$ cat src/design/pfrr_pkg.sv
// Shared types and constants for the per-flow round-robin path spray block.
package pfrr_pkg;

  localparam int PathEntriesDef = 64;
  localparam int FlowEntriesDef = 64;

  localparam logic [31:0] LFSR_SEED = 32'hACE1ACE1;
  localparam logic [31:0] LFSR_TAPS = 32'h80200003;

  localparam logic KEY_BY_DEST = 1'b0;
  localparam logic KEY_BY_FLOW = 1'b1;

  localparam logic ACT_ADD   = 1'b0;
  localparam logic ACT_ROUTE = 1'b1;

  typedef enum logic [2:0] {
    ST_OK        = 3'd0,
    ST_NO_TAG    = 3'd1,
    ST_EMPTY     = 3'd2,
    ST_WEIGHT    = 3'd3,
    ST_LIST_FULL = 3'd4
  } status_t;

  typedef enum logic [1:0] {
    CMD_ADD    = 2'd0,
    CMD_ROUTE  = 2'd1,
    CMD_REJECT = 2'd2
  } cmd_kind_t;

  // One classified item: data is the path id for an add, the flow key for a route.
  typedef struct packed {
    cmd_kind_t   kind;
    status_t     status;
    logic [6:0]  weight;
    logic [31:0] data;
  } cmd_t;

endpackage

$ cat src/design/pfrr_front.sv
// Front end: accepts items, classifies them and queues them for the back end.
module pfrr_front
  import pfrr_pkg::*;
(
  input  logic        clk,
  input  logic        rst_n,
  input  logic        keying_mode,
  input  logic        start,
  output logic        busy,
  input  logic        in_action,
  input  logic [6:0]  in_weight,
  input  logic [31:0] in_path_id,
  input  logic [31:0] in_flow_id,
  input  logic        in_flow_tag_present,
  input  logic [31:0] in_dest_addr,
  output logic        q_valid,
  output cmd_t        q_cmd,
  input  logic        q_pop
);

  cmd_t       q_r [2];
  logic       wr_ptr_r, wr_ptr_nxt;
  logic       rd_ptr_r, rd_ptr_nxt;
  logic [1:0] cnt_r, cnt_nxt;
  cmd_t       cls;
  logic       push;

  always_comb begin
    cls        = '0;
    cls.weight = in_weight;
    cls.status = ST_OK;
    if (in_action == ACT_ADD) begin
      cls.data = in_path_id;
      if (keying_mode == KEY_BY_DEST && in_weight != 7'd1) begin
        cls.kind   = CMD_REJECT;
        cls.status = ST_WEIGHT;
      end else begin
        cls.kind = CMD_ADD;
      end
    end else begin
      cls.data = (keying_mode == KEY_BY_FLOW) ? in_flow_id : in_dest_addr;
      if (keying_mode == KEY_BY_FLOW && !in_flow_tag_present) begin
        cls.kind   = CMD_REJECT;
        cls.status = ST_NO_TAG;
      end else begin
        cls.kind = CMD_ROUTE;
      end
    end
  end

  assign busy    = (cnt_r == 2'd2);
  assign push    = start && !busy;
  assign q_valid = (cnt_r != 2'd0);
  assign q_cmd   = q_r[rd_ptr_r];

  always_comb begin
    wr_ptr_nxt = push ? ~wr_ptr_r : wr_ptr_r;
    rd_ptr_nxt = q_pop ? ~rd_ptr_r : rd_ptr_r;
    cnt_nxt    = cnt_r + {1'b0, push} - {1'b0, q_pop};
  end

  always_ff @(posedge clk) begin
    if (!rst_n) begin
      wr_ptr_r <= 1'b0;
      rd_ptr_r <= 1'b0;
      cnt_r    <= 2'd0;
    end else begin
      wr_ptr_r <= wr_ptr_nxt;
      rd_ptr_r <= rd_ptr_nxt;
      cnt_r    <= cnt_nxt;
    end
  end

  always_ff @(posedge clk) begin
    if (push) begin
      q_r[wr_ptr_r] <= cls;
    end
  end

`ifndef ASSERT_OFF
  a_q_bound: assert property (@(posedge clk) disable iff (!rst_n) cnt_r != 2'd3)
    else $error("queue count out of range");
  a_pop_nonempty: assert property (@(posedge clk) disable iff (!rst_n) q_pop |-> cnt_r != 2'd0)
    else $error("pop from empty queue");
`endif

endmodule

$ cat config.mk
export PLATFORM = sky130hd
export DESIGN_NAME = pfrr_front
export DESIGN_NICKNAME = d
export VERILOG_FILES = /design/src/design/pfrr_pkg.sv /design/src/design/pfrr_front.sv
export SDC_FILE = /design/constraint.sdc
export NUM_CORES = 1
export LEC_CHECK = 0
export BUFFER_PORTS_ARGS = -buffer_cell sky130_fd_sc_hd__clkbuf_2
export CAP_MARGIN = 20
export CELL_PAD_IN_SITES_DETAIL_PLACEMENT = 1
export CELL_PAD_IN_SITES_GLOBAL_PLACEMENT = 2
export CORE_ASPECT_RATIO = 1.4
export CORE_MARGIN = 3
export CORE_UTILIZATION = 34
export CTS_CLUSTER_SIZE = 25
export DETAILED_ROUTE_END_ITERATION = 10
export PLACE_DENSITY_LB_ADDON = 0.1
export SYNTH_ARGS = -nofsm -noshare
export SYNTH_HDL_FRONTEND = slang
export SYNTH_SLANG_ARGS = --single-unit
$ cat constraint.sdc
create_clock -name clk -period 4.3 [get_ports clk]
set_clock_uncertainty 0.15 [all_clocks]
set_input_delay 0.43 -clock clk [delete_from_list [all_inputs] [get_ports clk]]
set_output_delay 0.43 -clock clk [all_outputs]
set_load 0.01 [all_outputs]
==> run summary, run 1 <==
critical path fanouts, max - 22
Root Buffer - clkbuf_16
critical path class - flip-flop to output port
WL final - 9130 um
clock slew at reported path FFs - 0.06 ns
worst path required time - 3.72 ns
multi-input logic area - 0.00127 mm^2
CP startpoint kind - flip-flop
fraction of layout cells with a size suffix above 1 - 50.9%
Peak VDD IR - 0.197 mV
Worst-Skew Late Latency - 0.33 ns
Fin. Hold Viols - 0
RSZ-0062 raised after global routing - no
TritonCTS buffer count - 9
Fin Setup TNS - 0 ns
CP peak stage delay - 0.72 ns
max_cap viols - 0
Reg2Reg Depth - 4
Tmin final - 2.40 ns
area leader, netlist - edfxtp_1
most frequent cells in the layout - 154 x clkbuf_2, 84 x edfxtp_1, 36 x nor2_1
Final Cycle Share - 55.8%
sequence of cells on the critical path - buf_12, mux2_2, clkbuf_2
I/O pin count - 156
Die ar. - 0.0133 mm^2
Seq cells post-synth - 89
post-DR vias/cell - 4.71
largest net degree at the start of global routing - 43
min-delay src - in_weight[3]
global route overflow - 0
status - complete, no violations
die width - 98.4 um
htree depth - 3
Area contributors post-synth - edfxtp_1 62%, mux2_2 9.4%, mux2i_1 8.1%
Setup Viol. Count Final - 0
Via Count - 2701
Syn Inst Count - 273
most common cell after layout, fill and taps aside - clkbuf_2
setup slack after layout - 1.90 ns
Initial DRC Count - 61
worst r2r dst - q_r[0][17]
syn avg cell area - 14.9 um^2
Final Slew Violations - 0
post-synthesis sequential area ratio - 64.6%
# rows - 46
fmax - 417 MHz
Syn-to-layout area delta - 28.3%
post-DP HPWL - 6720 um
TritonRoute pass-1 iters - 4
Starting Density - 35.3%
Reg area - 0.00262 mm^2
slowest CP cell - dfxtp_2
hold depth - 1
reg2reg setup slack - 2.15 ns
Total GRT Usage - 13.7%
pwr/cell area - 433 mW/mm^2
postcts setup bufs - 0
vias in the first global route - 2919
fin nets - 537
Wirelength per Cell - 15.9 um
RR Startpoint - cnt_r[0]
number of library cell types mapped by synthesis - 28
Ys Warns - 0
Resized cells post-CTS - 0
clock buffer depth - 2
CTS tree - done
placed cells - 557
Mapped Area - 0.00406 mm^2
Static Leakage - 2.21 nW
initial antenna violation count - 0
Final Power - 2.26 mW
DRC - 0
Core Region - 0.0115 mm^2
pre-CTS setup slack - 2.05 ns
Finished Cell Area - 0.00521 mm^2
Worst Tran Pin Value - 0.728 ns
syn_nets - 385
CTS Hold Bufs - 0
Sinks on Clock Net - 89
Port-buffer cells - 154
arrival time worst endpoint - 1.82 ns
fillers - 1249
final non-filler cell total - 574
global placer's final weighted congestion - 0.665
Post-DP Area - 0.00490 mm^2
Synth top area share - 62.1%
WHS Endpoint - q_r[1][35]
post-route ant nets - 0
hold crit path type - input pin to flip-flop
Vert. Die Dim - 135 um
Core Util, Final - 45.3%
Slew HR - 51.3%
first-pass GRT wire length - 14200 um
crit path capture type - output port
# diodes - 0
hold slack - 0.160 ns
==> routing by layer <==
layer / global-route usage [%] / wire [um]
met4: 5.24 / 140
met5: 0 / 0
met2: 26.0 / 5120
met3: 3.50 / 489
met1: 14.4 / 3390
==> final cells by class <==
| type | instances | area share (%) |
|---|---|---|
| clock buffers | 10 | 4.39 |
| inverters | 4 | 0.288 |
| clock inverters | 6 | 1.13 |
| flip-flops and latches | 89 | 50.3 |
| well taps | 144 | 3.46 |
| repair buffers | 159 | 16.0 |
| multi-input cells | 162 | 24.4 |
==> power by group <==
group | total, mW | leakage (nW) | switching, mW | internal [mW]
sequential | 1.10 | 0.820 | 0.0326 | 1.07
clock | 0.752 | 0.136 | 0.306 | 0.446
combinational | 0.407 | 1.25 | 0.214 | 0.192
==> worst max path at each step <==
stage,depth (start not counted),startpoint,endpoint
2_1_floorplan,3,cnt_r[0],q_r[0][0]
3_3_place_gp,2,flip-flop,q_cmd[32]
3_5_place_dp,4,start,q_r[0][35]
4_1_cts,3,flip-flop,q_cmd[39]
5_1_grt,3,flip-flop,q_cmd[43]
6_report,3,flip-flop,q_cmd[43]
==> cell families (layout without fill, tap and decap cells) <==
logic type / count (synthesis) / in the layout / share of synthesized area (%)
buf+inv: 22 / 179 / 4.37
flops: 89 / 89 / 64.6
compound gates: 35 / 35 / 4.56
fa+ha+maj: 2 / 2 / 0.616
other cells: 1 / 1 / 0.0923
xor+xnor: 2 / 2 / 0.431
simple gates: 47 / 47 / 4.96
mux: 75 / 75 / 20.4
==> Yosys cell counts (all sizes together) <==
library cell and count:
nor3 1, dfxtp 5, a311oi 1, mux2 42, buf 16, inv 4
xnor2 1, and3 1, a21oi 32, nand2 2, conb 1, nor4 1
or2 1, and2 2, a31o 1, ha 2, nor2 37, clkbuf 2
a21boi 1, edfxtp 84, xor2 1, mux2i 33, nand2b 2
==> worst max-delay path: cells and delay by family (launching register included) <==
kind / cells / cell delay (ns)
buf+inv: 2 / 0.39
flops: 1 / 0.72
mux: 1 / 0.36
==> flip-flops by register name (all words and copies together) (netlist names), named ones only <==
signal	cells
rd_ptr_r	1
wr_ptr_r	1
cnt_r	2
q_r	84
No activity file was read; power rests on OpenSTA's default activity.
==> inputs of run 2 (changes only) <==
- CORE_UTILIZATION: 34 -> 32
- clock period: 4.3 -> 2.35 ns (I/O delays scaled with it)
==> run summary, run 2 (same netlist as run 1, synthesis figures left out) <==
min-delay src - rst_n
Starting Density - 32.8%
die width - 101 um
pre-CTS setup slack - 0.514 ns
Via Count - 2712
Peak VDD IR - 0.331 mV
Slew HR - 66.1%
most common cell after layout, fill and taps aside - clkbuf_2
Tmin final - 1.87 ns
CTS tree - done
Sinks on Clock Net - 89
sequence of cells on the critical path - buf_4, mux2_2, clkbuf_2
largest net degree at the start of global routing - 43
RSZ-0062 raised after global routing - no
Fin. Hold Viols - 0
most frequent cells in the layout - 154 x clkbuf_2, 84 x edfxtp_1, 36 x nor2_1
Post-DP Area - 0.00496 mm^2
CP startpoint kind - flip-flop
largest reg by FF count - q_r
crit path capture type - output port
status - complete, no violations
Core Region - 0.0124 mm^2
first-pass GRT wire length - 14400 um
DRC - 0
Vert. Die Dim - 139 um
Regs by FF count - q_r (84), cnt_r (2)
I/O pin count - 156
setup slack after layout - 0.485 ns
CP bufs+invs - 2
htree depth - 3
Final Power - 4.05 mW
clock buffer depth - 2
Final Slew Violations - 0
fmax - 536 MHz
Syn-to-layout area delta - 30.2%
initial antenna violation count - 0
worst r2r dst - cnt_r[1]
clock slew at reported path FFs - 0.06 ns
slowest CP cell - mux2_2
max_cap viols - 0
Total GRT Usage - 13.5%
number of flip-flops in the largest register - 84
WHS Endpoint - cnt_r[0]
reg2reg setup slack - 0.52 ns
# diodes - 0
arrival time worst endpoint - 1.48 ns
Final Cycle Share - 79.4%
post-DP HPWL - 6780 um
Root Buffer - clkbuf_16
Wirelength per Cell - 15.8 um
CP peak stage delay - 0.39 ns
Finished Cell Area - 0.00529 mm^2
Setup Viol. Count Final - 0
Initial DRC Count - 85
RR Startpoint - cnt_r[0]
TritonCTS buffer count - 9
CP delay by family, top - buffers and inverters
fin nets - 546
Fin Setup TNS - 0 ns
critical path class - flip-flop to output port
Worst-Skew Late Latency - 0.34 ns
Stages on worst setup path - 3
Die ar. - 0.0141 mm^2
vias in the first global route - 2864
WL final - 9310 um
Reg2Reg Depth - 8
global route overflow - 0
worst path required time - 1.97 ns
global placer's final weighted congestion - 0.678
Static Leakage - 2.24 nW
TritonRoute pass-1 iters - 4
Port-buffer cells - 154
fraction of layout cells with a size suffix above 1 - 50.5%
pwr/cell area - 765 mW/mm^2
Worst Tran Pin Value - 0.509 ns
hold depth - 2
post-route ant nets - 0
hold crit path type - input pin to flip-flop
# rows - 48
critical path fanouts, max - 21
post-DR vias/cell - 4.61
hold slack - 0.00967 ns
-- run 2: cell types whose count changed in the layout (fill, tap and decap cells not counted) --
cell	before	now
buf_12	2	3
buf_4	3	4
bufinv_16	1	0
clkbuf_1	1	0
clkinvlp_4	2	3
dlygate4sd3_1	0	7
-- run 2: where the power goes --
group	internal, mW	switching (mW)	total [mW]
Sequential	1.95	0.0420	1.99
Clock	0.702	0.571	1.27
Combinational	0.369	0.416	0.786
Total	3.02	1.03	4.05
-- run 2: worst max path at each step --
stage | to | slack (ns)
5_1_grt | cnt_r[1] | 0.37
2_1_floorplan | q_r[0][0] | 0.13
3_3_place_gp | cnt_r[1] | 0.61
3_5_place_dp | cnt_r[1] | 0.51
4_1_cts | q_cmd[42] | 0.44
6_report | q_cmd[39] | 0.48
-- run 2: final cells by class --
cell class	instances	area (um^2)
clock buffer	9	225
clock inverter	6	36.3
fill	1329	7080
inverter	4	15.0
multi-input combinational	162	1270
sequential	89	2620
tap	150	188
timing repair buffer	168	931
-- run 2: what timing repair did --
action,CTS,global route
resized for setup,0,0
buffers inserted,0,0
endpoints found under the hold margin,14,0
hold buffers,7,0
-- run 2: stage by stage --
stage | std cells | utilization (%)
2_1_floorplan | 273 | -
5_1_grt | 588 | 42.8
4_1_cts | 588 | 42.8
3_3_place_gp | 566 | 40.1
6_report | 588 | 42.8
3_5_place_dp | 566 | 40.1
-- run 2: layer usage --
metal	routed length [um]	GRT usage [%]	vias up
met3	575	4.16	9
met5	0	0	-
li1	-	-	1338
met2	5070	24.8	82
met4	121	5.04	0
met1	3540	14.0	1283
