--- src/design/pfrr_pkg.sv ---
// Shared types and constants for the per-flow round-robin path spray block.
package pfrr_pkg;

  localparam int PathEntriesDef = 64;
  localparam int FlowEntriesDef = 64;

  localparam logic [31:0] LFSR_SEED = 32'hACE1ACE1;
  localparam logic [31:0] LFSR_TAPS = 32'h80200003;

  localparam logic KEY_BY_DEST = 1'b0;
  localparam logic KEY_BY_FLOW = 1'b1;

  localparam logic ACT_ADD   = 1'b0;
  localparam logic ACT_ROUTE = 1'b1;

  typedef enum logic [2:0] {
    ST_OK        = 3'd0,
    ST_NO_TAG    = 3'd1,
    ST_EMPTY     = 3'd2,
    ST_WEIGHT    = 3'd3,
    ST_LIST_FULL = 3'd4
  } status_t;

  typedef enum logic [1:0] {
    CMD_ADD    = 2'd0,
    CMD_ROUTE  = 2'd1,
    CMD_REJECT = 2'd2
  } cmd_kind_t;

  // One classified item: data is the path id for an add, the flow key for a route.
  typedef struct packed {
    cmd_kind_t   kind;
    status_t     status;
    logic [6:0]  weight;
    logic [31:0] data;
  } cmd_t;

endpackage

--- src/design/pfrr_ram.sv ---
// Generic single-write, single-read RAM with registered read data.
module pfrr_ram #(
  parameter int WIDTH = 32,
  parameter int DEPTH = 64
) (
  input  logic                     clk,
  input  logic                     we,
  input  logic [$clog2(DEPTH)-1:0] waddr,
  input  logic [WIDTH-1:0]         wdata,
  input  logic                     re,
  input  logic [$clog2(DEPTH)-1:0] raddr,
  output logic [WIDTH-1:0]         rdata
);

  logic [WIDTH-1:0] mem_r [DEPTH];
  logic [WIDTH-1:0] rdata_r;

  always_ff @(posedge clk) begin
    if (we) begin
      mem_r[waddr] <= wdata;
    end
    if (re) begin
      rdata_r <= mem_r[raddr];
    end
  end

  assign rdata = rdata_r;

endmodule

--- src/design/pfrr_back.sv ---
// Back end: path list fill, flow table scan, random start division and result.
module pfrr_back
  import pfrr_pkg::*;
#(
  parameter int PATH_ENTRIES = PathEntriesDef,
  parameter int FLOW_ENTRIES = FlowEntriesDef
) (
  input  logic        clk,
  input  logic        rst_n,
  input  logic        q_valid,
  input  cmd_t        q_cmd,
  output logic        q_pop,
  output logic        out_valid,
  output logic [2:0]  out_status,
  output logic [31:0] out_chosen_path,
  output logic        out_flow_table_full
);

  localparam int PAW  = $clog2(PATH_ENTRIES);
  localparam int PCW  = $clog2(PATH_ENTRIES + 1);
  localparam int FAW  = $clog2(FLOW_ENTRIES);
  localparam int FCW  = $clog2(FLOW_ENTRIES + 1);
  localparam int SUMW = ((PCW > 7) ? PCW : 7) + 1;
  localparam int FW   = 32 + PAW;

  typedef enum logic [5:0] {
    S_IDLE  = 6'b000001,
    S_FILL  = 6'b000010,
    S_SCAN  = 6'b000100,
    S_DIV   = 6'b001000,
    S_PATH  = 6'b010000,
    S_PWAIT = 6'b100000
  } state_t;

  state_t         state_r, state_nxt;
  cmd_t           cmd_r, cmd_nxt;
  logic [PCW-1:0] count_r, count_nxt;
  logic [FCW-1:0] fill_r, fill_nxt;
  logic [31:0]    lfsr_r, lfsr_nxt;
  logic [6:0]     wcnt_r, wcnt_nxt;
  logic [FCW-1:0] scan_r, scan_nxt;
  logic           pend_r, pend_nxt;
  logic [FAW-1:0] paddr_r, paddr_nxt;
  logic           hit_r, hit_nxt;
  logic [FAW-1:0] hit_addr_r, hit_addr_nxt;
  logic [PAW-1:0] idx_r, idx_nxt;
  logic [PCW-1:0] rem_r, rem_nxt;
  logic [31:0]    div_r, div_nxt;
  logic [4:0]     bit_r, bit_nxt;
  logic           full_r, full_nxt;

  logic           out_valid_r, out_valid_nxt;
  status_t        out_status_r, out_status_nxt;
  logic [31:0]    out_path_r, out_path_nxt;
  logic           out_full_r, out_full_nxt;

  logic            p_we, p_re;
  logic [PAW-1:0]  p_waddr;
  logic [31:0]     p_rdata;
  logic            f_we, f_re;
  logic [FAW-1:0]  f_waddr, f_raddr;
  logic [FW-1:0]   f_wdata, f_rdata;

  logic [SUMW-1:0] sum;
  logic [PCW:0]    trial;
  logic [PCW-1:0]  idx_inc;
  logic [PAW-1:0]  idx_wrap;
  logic [31:0]     lfsr_adv;
  logic            rd_issue;

  pfrr_ram #(.WIDTH(32), .DEPTH(PATH_ENTRIES)) u_path_ram (
    .clk   (clk),
    .we    (p_we),
    .waddr (p_waddr),
    .wdata (cmd_r.data),
    .re    (p_re),
    .raddr (idx_r),
    .rdata (p_rdata)
  );

  pfrr_ram #(.WIDTH(FW), .DEPTH(FLOW_ENTRIES)) u_flow_ram (
    .clk   (clk),
    .we    (f_we),
    .waddr (f_waddr),
    .wdata (f_wdata),
    .re    (f_re),
    .raddr (f_raddr),
    .rdata (f_rdata)
  );

  assign sum      = SUMW'(count_r) + SUMW'(q_cmd.weight);
  assign trial    = {rem_r, div_r[31]};
  assign idx_inc  = PCW'(idx_r) + PCW'(1);
  assign idx_wrap = (idx_inc == count_r) ? '0 : idx_inc[PAW-1:0];
  assign lfsr_adv = (lfsr_r >> 1) ^ (lfsr_r[0] ? LFSR_TAPS : 32'd0);
  assign rd_issue = (state_r == S_SCAN) && (scan_r < fill_r);
  assign p_waddr  = PAW'(count_r + PCW'(wcnt_r));
  assign f_raddr  = scan_r[FAW-1:0];
  assign f_re     = rd_issue;
  assign f_wdata  = {cmd_r.data, idx_wrap};
  assign f_waddr  = hit_r ? hit_addr_r : fill_r[FAW-1:0];

  always_comb begin
    state_nxt      = state_r;
    cmd_nxt        = cmd_r;
    count_nxt      = count_r;
    fill_nxt       = fill_r;
    lfsr_nxt       = lfsr_r;
    wcnt_nxt       = wcnt_r;
    scan_nxt       = scan_r;
    pend_nxt       = 1'b0;
    paddr_nxt      = paddr_r;
    hit_nxt        = hit_r;
    hit_addr_nxt   = hit_addr_r;
    idx_nxt        = idx_r;
    rem_nxt        = rem_r;
    div_nxt        = div_r;
    bit_nxt        = bit_r;
    full_nxt       = full_r;
    out_valid_nxt  = 1'b0;
    out_status_nxt = out_status_r;
    out_path_nxt   = out_path_r;
    out_full_nxt   = out_full_r;
    q_pop          = 1'b0;
    p_we           = 1'b0;
    p_re           = 1'b0;
    f_we           = 1'b0;

    case (state_r)
      S_IDLE: begin
        if (q_valid) begin
          q_pop        = 1'b1;
          cmd_nxt      = q_cmd;
          out_path_nxt = '0;
          out_full_nxt = 1'b0;
          case (q_cmd.kind)
            CMD_REJECT: begin
              out_valid_nxt  = 1'b1;
              out_status_nxt = q_cmd.status;
            end
            CMD_ADD: begin
              if (sum > SUMW'(PATH_ENTRIES)) begin
                out_valid_nxt  = 1'b1;
                out_status_nxt = ST_LIST_FULL;
              end else if (q_cmd.weight == 7'd0) begin
                out_valid_nxt  = 1'b1;
                out_status_nxt = ST_OK;
              end else begin
                wcnt_nxt  = '0;
                state_nxt = S_FILL;
              end
            end
            CMD_ROUTE: begin
              if (count_r == '0) begin
                out_valid_nxt  = 1'b1;
                out_status_nxt = ST_EMPTY;
              end else begin
                scan_nxt  = '0;
                state_nxt = S_SCAN;
              end
            end
            default: begin
              out_valid_nxt  = 1'b1;
              out_status_nxt = ST_OK;
            end
          endcase
        end
      end
      S_FILL: begin
        p_we     = 1'b1;
        wcnt_nxt = wcnt_r + 7'd1;
        if (wcnt_r + 7'd1 == cmd_r.weight) begin
          count_nxt      = count_r + PCW'(cmd_r.weight);
          out_valid_nxt  = 1'b1;
          out_status_nxt = ST_OK;
          state_nxt      = S_IDLE;
        end
      end
      S_SCAN: begin
        pend_nxt  = rd_issue;
        paddr_nxt = scan_r[FAW-1:0];
        if (rd_issue) begin
          scan_nxt = scan_r + FCW'(1);
        end
        if (pend_r && f_rdata[FW-1:PAW] == cmd_r.data) begin
          hit_nxt      = 1'b1;
          hit_addr_nxt = paddr_r;
          idx_nxt      = f_rdata[PAW-1:0];
          state_nxt    = S_PATH;
        end else if (!rd_issue && !pend_r) begin
          // miss: draw the random start and reduce it modulo the path count
          hit_nxt   = 1'b0;
          lfsr_nxt  = lfsr_adv;
          div_nxt   = lfsr_adv;
          rem_nxt   = '0;
          bit_nxt   = '0;
          state_nxt = S_DIV;
        end
      end
      S_DIV: begin
        if (trial >= {1'b0, count_r}) begin
          rem_nxt = PCW'(trial - {1'b0, count_r});
        end else begin
          rem_nxt = trial[PCW-1:0];
        end
        div_nxt = div_r << 1;
        bit_nxt = bit_r + 5'd1;
        if (bit_r == 5'd31) begin
          idx_nxt   = rem_nxt[PAW-1:0];
          state_nxt = S_PATH;
        end
      end
      S_PATH: begin
        p_re     = 1'b1;
        full_nxt = 1'b0;
        if (hit_r) begin
          f_we = 1'b1;
        end else if (fill_r < FCW'(FLOW_ENTRIES)) begin
          f_we     = 1'b1;
          fill_nxt = fill_r + FCW'(1);
        end else begin
          full_nxt = 1'b1;
        end
        state_nxt = S_PWAIT;
      end
      S_PWAIT: begin
        out_valid_nxt  = 1'b1;
        out_status_nxt = ST_OK;
        out_path_nxt   = p_rdata;
        out_full_nxt   = full_r;
        state_nxt      = S_IDLE;
      end
      default: begin
        state_nxt = S_IDLE;
      end
    endcase
  end

  always_ff @(posedge clk) begin
    if (!rst_n) begin
      state_r     <= S_IDLE;
      count_r     <= '0;
      fill_r      <= '0;
      lfsr_r      <= LFSR_SEED;
      pend_r      <= 1'b0;
      out_valid_r <= 1'b0;
    end else begin
      state_r     <= state_nxt;
      count_r     <= count_nxt;
      fill_r      <= fill_nxt;
      lfsr_r      <= lfsr_nxt;
      pend_r      <= pend_nxt;
      out_valid_r <= out_valid_nxt;
    end
  end

  always_ff @(posedge clk) begin
    cmd_r        <= cmd_nxt;
    wcnt_r       <= wcnt_nxt;
    scan_r       <= scan_nxt;
    paddr_r      <= paddr_nxt;
    hit_r        <= hit_nxt;
    hit_addr_r   <= hit_addr_nxt;
    idx_r        <= idx_nxt;
    rem_r        <= rem_nxt;
    div_r        <= div_nxt;
    bit_r        <= bit_nxt;
    full_r       <= full_nxt;
    out_status_r <= out_status_nxt;
    out_path_r   <= out_path_nxt;
    out_full_r   <= out_full_nxt;
  end

  assign out_valid           = out_valid_r;
  assign out_status          = out_status_r;
  assign out_chosen_path     = out_path_r;
  assign out_flow_table_full = out_full_r;

`ifndef ASSERT_OFF
  a_count_bound: assert property (@(posedge clk) disable iff (!rst_n)
      count_r <= PCW'(PATH_ENTRIES))
    else $error("path count above list size");
  a_fill_bound: assert property (@(posedge clk) disable iff (!rst_n)
      fill_r <= FCW'(FLOW_ENTRIES))
    else $error("flow fill above table size");
  a_err_nopath: assert property (@(posedge clk) disable iff (!rst_n)
      out_valid_r && out_status_r != ST_OK |-> out_path_r == '0 && !out_full_r)
    else $error("error result carries a path");
  a_pop_idle: assert property (@(posedge clk) disable iff (!rst_n)
      q_pop |-> state_r == S_IDLE)
    else $error("queue popped while back end busy");
`endif

endmodule

--- config.mk ---
export PLATFORM = sky130hd
export DESIGN_NAME = pfrr_back
export DESIGN_NICKNAME = d
export VERILOG_FILES = /design/src/design/pfrr_pkg.sv /design/src/design/pfrr_ram.sv /design/src/design/pfrr_back.sv
export SDC_FILE = /design/constraint.sdc
export NUM_CORES = 2
export LEC_CHECK = 0
export BUFFER_PORTS_ARGS = -buffer_cell sky130_fd_sc_hd__buf_4
export CORE_MARGIN = 2
export CORE_UTILIZATION = 34
export CTS_BUF_LIST = sky130_fd_sc_hd__clkbuf_8
export CTS_CLUSTER_DIAMETER = 200
export DETAILED_ROUTE_END_ITERATION = 8
export MAX_ROUTING_LAYER = met4
export PLACE_DENSITY = 0.54
export SYNTH_ARGS = -nofsm -noshare
export SYNTH_HDL_FRONTEND = slang
export SYNTH_MEMORY_MAX_BITS = 65536
export SYNTH_SLANG_ARGS = --single-unit
--- constraint.sdc ---
create_clock -name clk -period 5.7 [get_ports clk]
set_clock_uncertainty 0.2 [all_clocks]
set_input_delay 1.14 -clock clk [delete_from_list [all_inputs] [get_ports clk]]
set_output_delay 1.14 -clock clk [all_outputs]
set_load 0.03 [all_outputs]
==> metrics.txt <==
run status=completed; FP Rows=around 270; Worst Hold Class=in2reg; total grt overflow=0; placed instance count=14595; Post-synth top cells=edfxtp_1, mux4_2, nand2_1; share of layout cells above drive strength 1=0.323; Area Overhead vs Synth=13.9%; cts hold-fix bufs=40; CTS Buffer Depth=4; total wire length=504000 µm; antenna violations before repair=40; core area=0.533 mm²; Hold Path Depth=2; area leader, netlist=edfxtp_1; vias per cell=5.35; worst-path maximum fanout=64; DRC Markers=0; most frequently used flop master after synthesis=edfxtp_1; Reg clk slew, reported paths=60 ps; Slowest-stage cell, CP=mux2i_1; Fmax achieved=221 MHz; DR pass1 iterations=5; crit path DAT=5310 ps; final period utilization=0.795; die width=736 µm; crit-path cells=buf_12, buf_12, mux4_2, mux4_2, mux2i_1, a21oi_1; max-slew violations=0; Async S/R FF share, synth=0; GRT Total Usage=0.188; CTS H-tree lvls=6; slew margin rel.=0.0767; gpl congestion=0.818; Critical Path RT=6480 ps; CTS tree=built; Netlist cell types=59; routed length per placed instance=between 30 and 40 µm; Max stage delay on crit path=between 800 and 900 ps; Final Hold Fails=0; clk_lat worst skew=around 1300 ps; Initial Utilization=0.341; P_leak=63.6 nW; Max Cap Violations=0; Sink Count=4757; Vias=85228; Post-DRT Antenna Nets=0; top cell type's share of synthesized area=0.776; Area contributors post-synth=edfxtp_1, mux4_2, dfxtp_1; minimum clock period=between 4000 and 5000 ps; number of buffers added on ports=84; post-CTS setup buffers=0; Mapped Cells=7538; die height=736 µm; Die Area=0.541 mm²; Post-DP HPWL=280000 µm; vias in the first global route=87550; Final setup viols=0; first-pass GRT wire length=just under 700000 µm; syn nets=7626; Yosys reg bits=4757; Yosys warnings=0; Layout Nets=roughly 8400; Seq/Total Area, Yosys=0.782; RSZ-0062 raised after global routing=false; syn avg cell area=approximately 24 µm²; synthesized cell area=roughly 0.18 mm²; CTS Buf Count=731; Setup Total Neg Slack=0 ps; largest net degree at the start of global routing=129; non-filler cells, final=between 15000 and 20000; Startpoint Class=flip-flop; DR iter-0 viols=10406; Critical Path End Type=flip-flop; r2r worst-path depth=6; CTS Root Cell=clkbuf_8; VDD IR max=0.267 mV; top-count cell post-synth=edfxtp_1; crit path kind=reg2reg; Ports=85; pwr dens=~340 mW/mm²; post-CTS sizing=0; Slew @ Worst Pin=approximately 1400 ps; number of flops mapped to enable cells by yosys=4703
placed cells by master, fill, tap and decap left out, types with 31 or more instances in the layout:
master         instances
inv_1                275
ha_1                  37
clkbuf_8             744
edfxtp_1            4703
nor2_4               134
nand3_1               42
dlygate4sd3_1         40
mux4_2              1444
clkinv_1             171
dfxtp_1               54
nor2b_1               31
xor2_1                49
and2_1                43
mux2i_1               31
nor2_1                54
clkinv_2              53
a21oi_1               49
buf_4                372
xnor2_1               44
buf_12                44
nand2_1              204
worst max-delay path, delay by kind of cell, from the launching register on:
| kind | cells | cell delay (ps) |
|---|---|---|
| flip-flops | 1 | 710 |
| buffers and inverters | 2 | 970 |
| AO/OA/AOI/OAI | 1 | 170 |
| multiplexers | 3 | 1970 |
worst paths after layout:
path	from	end	slack, ps
min	rst_n	lfsr_r[0]	140
max reg2reg	scan_r[0]	u_flow_ram.rdata[15]	1170
max	scan_r[0]	u_flow_ram.rdata[15]	1170
min reg2reg	paddr_r[3]	hit_addr_r[3]	220
cells by family (layout without fill, tap and decap cells):
| group | after synthesis | count (layout) | share of synthesized area |
|---|---|---|---|
| AOI/OAI and AO/OA | 174 | 174 | 0.00627 |
| muxes | 1477 | 1477 | 0.180 |
| and+or+nand+nor | 582 | 582 | 0.0144 |
| buffers and inverters | 414 | 1767 | 0.00963 |
| other | 0 | 26 | 0 |
| DFF | 4757 | 4757 | 0.782 |
| adders and majority gates | 41 | 41 | 0.00298 |
| xor gates and xnor gates | 93 | 93 | 0.00447 |
per-stage QoR:
step	worst slack [ps]	hold WS [ps]	area [µm²]	utilization	total power, mW
floorplan	1550	200	182000	-	43.3
global placement	1140	206	194000	0.364	45.5
CTS	1120	14.8	207000	0.389	71.7
global route	798	127	207000	0.389	73.4
finish	1170	145	207000	0.389	71.0
detailed placement	1120	207	194000	0.364	45.8
area by class of cell:
cell class | instances | area (µm²)
multi-input cells | 2367 | 39000
fillers | 47310 | 326000
clock buffers | 744 | 10200
clock inverters | 532 | 2750
inverters | 35 | 131
well taps | 7020 | 8780
repair buffers | 456 | 4070
flip-flops and latches | 4757 | 142000
diodes | 26 | 65.1
report_power, final:
part	leakage [nW]	total, mW	internal (mW)	switching [mW]
combinational	13.3	4.06	0.505	3.55
sequential	42.8	41.0	40.7	0.288
clock	7.52	26.0	12.7	13.3
sequential cells by signal (all words and copies together), names as in the netlist, 7 cells and up:
signal and flops:
wcnt_r 7, u_flow_ram.mem_r 2432, u_flow_ram.rdata 38, lfsr_r 32
u_path_ram.rdata 32, scan_r 7, cmd_r 39, out_chosen_path 32
fill_r 7, u_path_ram.mem_r 2048, rem_r 7, count_r 7
div_r 32
layer usage:
layer,wire [µm],part of all wire,vias to the layer above,global-route usage
li1,-,-,34088,-
met3,36900,0.073,681,0.0307
met5,0,0,-,-
met2,247000,0.49,3535,0.302
met1,207000,0.41,46924,0.251
met4,12700,0.025,0,0.0468
Note: power is estimated with default switching activity, not from simulation.
